<file path="src/rtl/core/cfsl_pkg.sv">
// Shared constants and types for the character frequency list block.
`timescale 1ns / 1ps

package cfsl_pkg;

  // Histogram geometry
  localparam int NUM_CODES   = 96;
  localparam int COUNT_WIDTH = 16;
  localparam int IDX_W       = (NUM_CODES > 1) ? $clog2(NUM_CODES) : 1;
  localparam int ADDR_W      = IDX_W + 1;
  localparam int MEM_DEPTH   = 2 ** ADDR_W;

  // Port widths
  localparam int CODE_W    = 7;
  localparam int OUT_CNT_W = 16;

  // Character codes
  localparam logic [7:0] FIRST_CODE = 8'd32;
  localparam logic [7:0] LAST_CODE  = 8'd127;
  localparam logic [7:0] CHAR_NL    = 8'd10;
  localparam logic [7:0] CHAR_CR    = 8'd13;

  localparam logic [COUNT_WIDTH-1:0] CNT_MAX = '1;

  // Request codes
  localparam logic REQ_CHAR = 1'b0;
  localparam logic REQ_PULL = 1'b1;

  // One bin offered to the minimum search
  typedef struct packed {
    logic                   en;
    logic [IDX_W-1:0]       idx;
    logic [COUNT_WIDTH-1:0] cnt;
  } cand_t;

  // Running result of the minimum search
  typedef struct packed {
    logic                   found;
    logic                   multi;
    logic [IDX_W-1:0]       idx;
    logic [COUNT_WIDTH-1:0] cnt;
  } best_t;

endpackage

</file>
<file path="src/rtl/core/cfsl_min_track.sv">
// Running minimum over the snapshot bins presented during one scan.
`timescale 1ns / 1ps

module cfsl_min_track import cfsl_pkg::*; (
  input  logic  clk,
  input  logic  rst_n,
  input  logic  clear,
  input  cand_t cand,
  output best_t best
);

  best_t best_r;

  // Bins arrive from the highest index down, so a strict compare keeps
  // the higher code among equal counts.
  always_ff @(posedge clk) begin
    if (!rst_n) begin
      best_r <= '0;
    end else if (clear) begin
      best_r.found <= 1'b0;
      best_r.multi <= 1'b0;
    end else if (cand.en) begin
      if (best_r.found) begin
        best_r.multi <= 1'b1;
      end
      if (!best_r.found || (cand.cnt < best_r.cnt)) begin
        best_r.found <= 1'b1;
        best_r.idx   <= cand.idx;
        best_r.cnt   <= cand.cnt;
      end
    end
  end

  assign best = best_r;

endmodule

</file>
<file path="config.mk">
export PLATFORM = sky130hd
export DESIGN_NAME = cfsl_min_track
export DESIGN_NICKNAME = d
export VERILOG_FILES = /design/src/rtl/core/cfsl_pkg.sv /design/src/rtl/core/cfsl_min_track.sv
export SDC_FILE = /design/constraint.sdc
export NUM_CORES = 1
export LEC_CHECK = 0
export ABC_CLOCK_PERIOD_IN_PS = 2110
export BUFFER_PORTS_ARGS = -buffer_cell sky130_fd_sc_hd__buf_4
export CAP_MARGIN = 40
export CORE_MARGIN = 2
export CORE_UTILIZATION = 46
export CTS_CLUSTER_SIZE = 10
export DETAILED_ROUTE_END_ITERATION = 6
export PLACE_DENSITY = 0.8
export SETUP_SLACK_MARGIN = 0.3
export SLEW_MARGIN = 20
export SYNTH_ARGS = -nofsm -noshare
export SYNTH_HDL_FRONTEND = slang
export SYNTH_SLANG_ARGS = --single-unit
</file>
<file path="constraint.sdc">
create_clock -name clk -period 2.11 [get_ports clk]
set_input_delay 0.422 -clock clk [delete_from_list [all_inputs] [get_ports clk]]
set_output_delay 0.422 -clock clk [all_outputs]
set_load 0.01 [all_outputs]
</file>
==> impl_metrics.yaml <==
synth:
  syn-mean-instance-area_um2: 8.40
  async_flop_share_pct: 0
  yosys_warnings: 0
  synth_cell_types: 28
  synth_commonest_cells: "25 x dfxtp_1, 25 x nand2_1, 23 x o2111ai_1, 23 x o211ai_1, 23 x or4_1"
  synthCells: 199
  syn_area_um2: 1670
  synth_edf_count: 0
  synth_top_area_share_pct: 29.9
  synth_fp_nets: 241
  ys_ff_latch: 25
  synth_area_leaders: "dfxtp_1 30%, o2111ai_1 12%, ha_1 11%, o211ai_1 10%, or4_1 10%"
  seq_area_frac_synth_pct: 29.9
  yosysTopAreaCell: "dfxtp_1"
  synth_flop_cell: "dfxtp_1"
power_and_ir_drop:
  leakagePower_nw: 0.963
  power_mw: 1.20
  p_per_area_nw_per_um2: 470
  ir_worst_vdd_uv: 289
global_routing:
  grt_overflow_total: 0
  grt_max_degree: 47
  grt_pass1_wl_um: 7730
  grtUsageTotal_pct: 23.5
  antenna_found_initial: 0
  grt_pass1_vias: 1746
drt:
  first_iter_violations: 88
  firstDrtPassIters: 4
  dr.max_layer_used: "met4"
  wl_met2_um: 2380
  met1_length_um: 2070
  wl_met3_um: 273
  wl_um: 4810
  ant_nets: 0
  num_vias: 1820
  routedWlPerCell_um: 15.8
  vias_per_cell: 5.99
  drc: 0
cells_and_area:
  insertedDiodeCount: 0
  drive_gt1_share_pct: 51.2
  num-nets-final: 301
  multi_input_comb_area_um2: 1270
  regArea_um2: 517
  design_area_um2: 2560
  largest_register_ffs: 25
  areaGrowthSynthToFinish_pct: 53.0
  fill_cells: 255
  final_util_pct: 74.9
cts:
  cts_tree: "done"
  cts.sinks: 25
  clkSlewWorstSetupHoldPaths_ns: 0.15
  clk_path_buf_depth: 2
  numCtsBuffers: 3
  root_buffer: "clkbuf_4"
  h-tree-depth: 1
  clkLatencyLatePin_ns: 0.33
setup_path:
  cp-start-kind: "register"
  cp-end-kind: "register"
  r2r_slack_ns: 0.04
  path_cells: "inv_1 > ha_1 > o21ai_1 > nor2_1 > o21ai_2 > nand2_2 > buf_4 > buf_12 > or4_4 > o211ai_1"
  crit_fanout: 21
  path_class: "reg2reg"
  critPathSlowestCell: "or4_4"
  cpPeakStageDelay_ns: 0.42
  timing.rr.start: "best[6]$_SDFFE_PN0P_"
  cp.arrival_ns: 2.33
  startpoint: "best[6]$_SDFFE_PN0P_"
  crit_required_ns: 2.38
min_path:
  hp-class: "in2reg"
  min_from: "cand[23]"
die:
  ios: 52
  dieWidth_um: 64.3
  rows: 21
  die-area_um2: 4130
  core_um2: 3420
  die_h_um: 64.3
  start_util_pct: 48.9
placement:
  place_area_um2: 2290
  port_buffers: 51
  post-place-ws_ns: -0.0870
  place_hpwl_um: 3100
  gp_congestion: 0.765
sta:
  period_needed_ns: 2.07
  fmaxAchievable_mhz: 484
  finalHoldViolCount: 0
  drv_slew: 0
  timing.final.ws_setup_ns: 0.0442
  worstMarginPinSlew_ns: 0.492
  fin_crit_sh_pct: 97.9
  rsz0062_at_grt: "yes"
  fin_skew_ns: 0.00724
  relSlewSlack_pct: 67.2
  setup_viol: 0
  whs_ns: 0.312
outcome:
  status: "completed"
flow_run:
  cap_viol_max_count: 0
repair_timing:
action	in CTS	in global routing
cloned	2	0
setup buffers	8	1
pin swaps	5	4
gates resized for setup	19	11
hold endpoints to repair	0	0
endpoints found under the setup margin	23	23
hold buffers	0	0
where the power goes:
group | leakage (nW) | switching, mW | internal (mW) | total (mW)
Combinational | 0.738 | 0.216 | 0.216 | 0.432
Sequential | 0.210 | 0.0257 | 0.511 | 0.536
Clock | 0.0139 | 0.161 | 0.0727 | 0.233
cell usage in the layout (no fill, tap or decap), drive strengths merged, types with 3 or more instances in the layout:
cell type and instances:
dfxtp 25, ha 15, o211ai 23, nor3 3
a21oi 4, o2111ai 23, o21ai 3, clkbuf 3
buf 74, nor2 5, or4 23, nand2 26
inv 15
worst max-delay path, delay by kind of cell (launching register included):
kind | cells | cell delay [ns]
and+or+nand+nor | 3 | 0.61
AOI/OAI and AO/OA | 3 | 0.38
DFF | 1 | 0.37
buffers and inverters | 3 | 0.36
adders and majority gates | 1 | 0.30
routing by layer:
layer,GRT usage [%],vias up
met5,0,-
met4,10.6,0
met3,2.29,10
met2,39.1,70
met1,30.7,846
li1,-,894
kinds of logic after synthesis:
family / count (synthesis) / synth area share (%)
buf+inv: 36 / 8.98
simple gates: 66 / 22.4
fa+ha+maj: 15 / 11.2
compound gates: 57 / 27.5
flops: 25 / 29.9
area by class of cell:
cell class                 instances  area share [%]
inverter                          15            2.20
multi-input combinational        139            49.6
tap                               46            2.25
clock buffer                       3           0.881
sequential                        25            20.2
clock inverter                     1           0.294
timing repair buffer              75            24.6
stage by stage:
step / instances / setup TNS (ns)
4_1_cts: 303 / 0
2_1_floorplan: 199 / 0
3_3_place_gp: 289 / -0.0917
3_5_place_dp: 289 / -0.739
6_report: 304 / 0
5_1_grt: 304 / -0.591
path summary, 6_finish.rpt:
kind / cells past startpoint / to
worst max-delay path: 10 / best[16]$_SDFFE_PN0P_
worst min-delay path: 3 / best[24]$_SDFFE_PP0P_
worst max register to register: 10 / best[16]$_SDFFE_PN0P_
worst min register to register: 2 / best[23]$_SDFFE_PP0P_
Power figures use the tool's default switching activity.
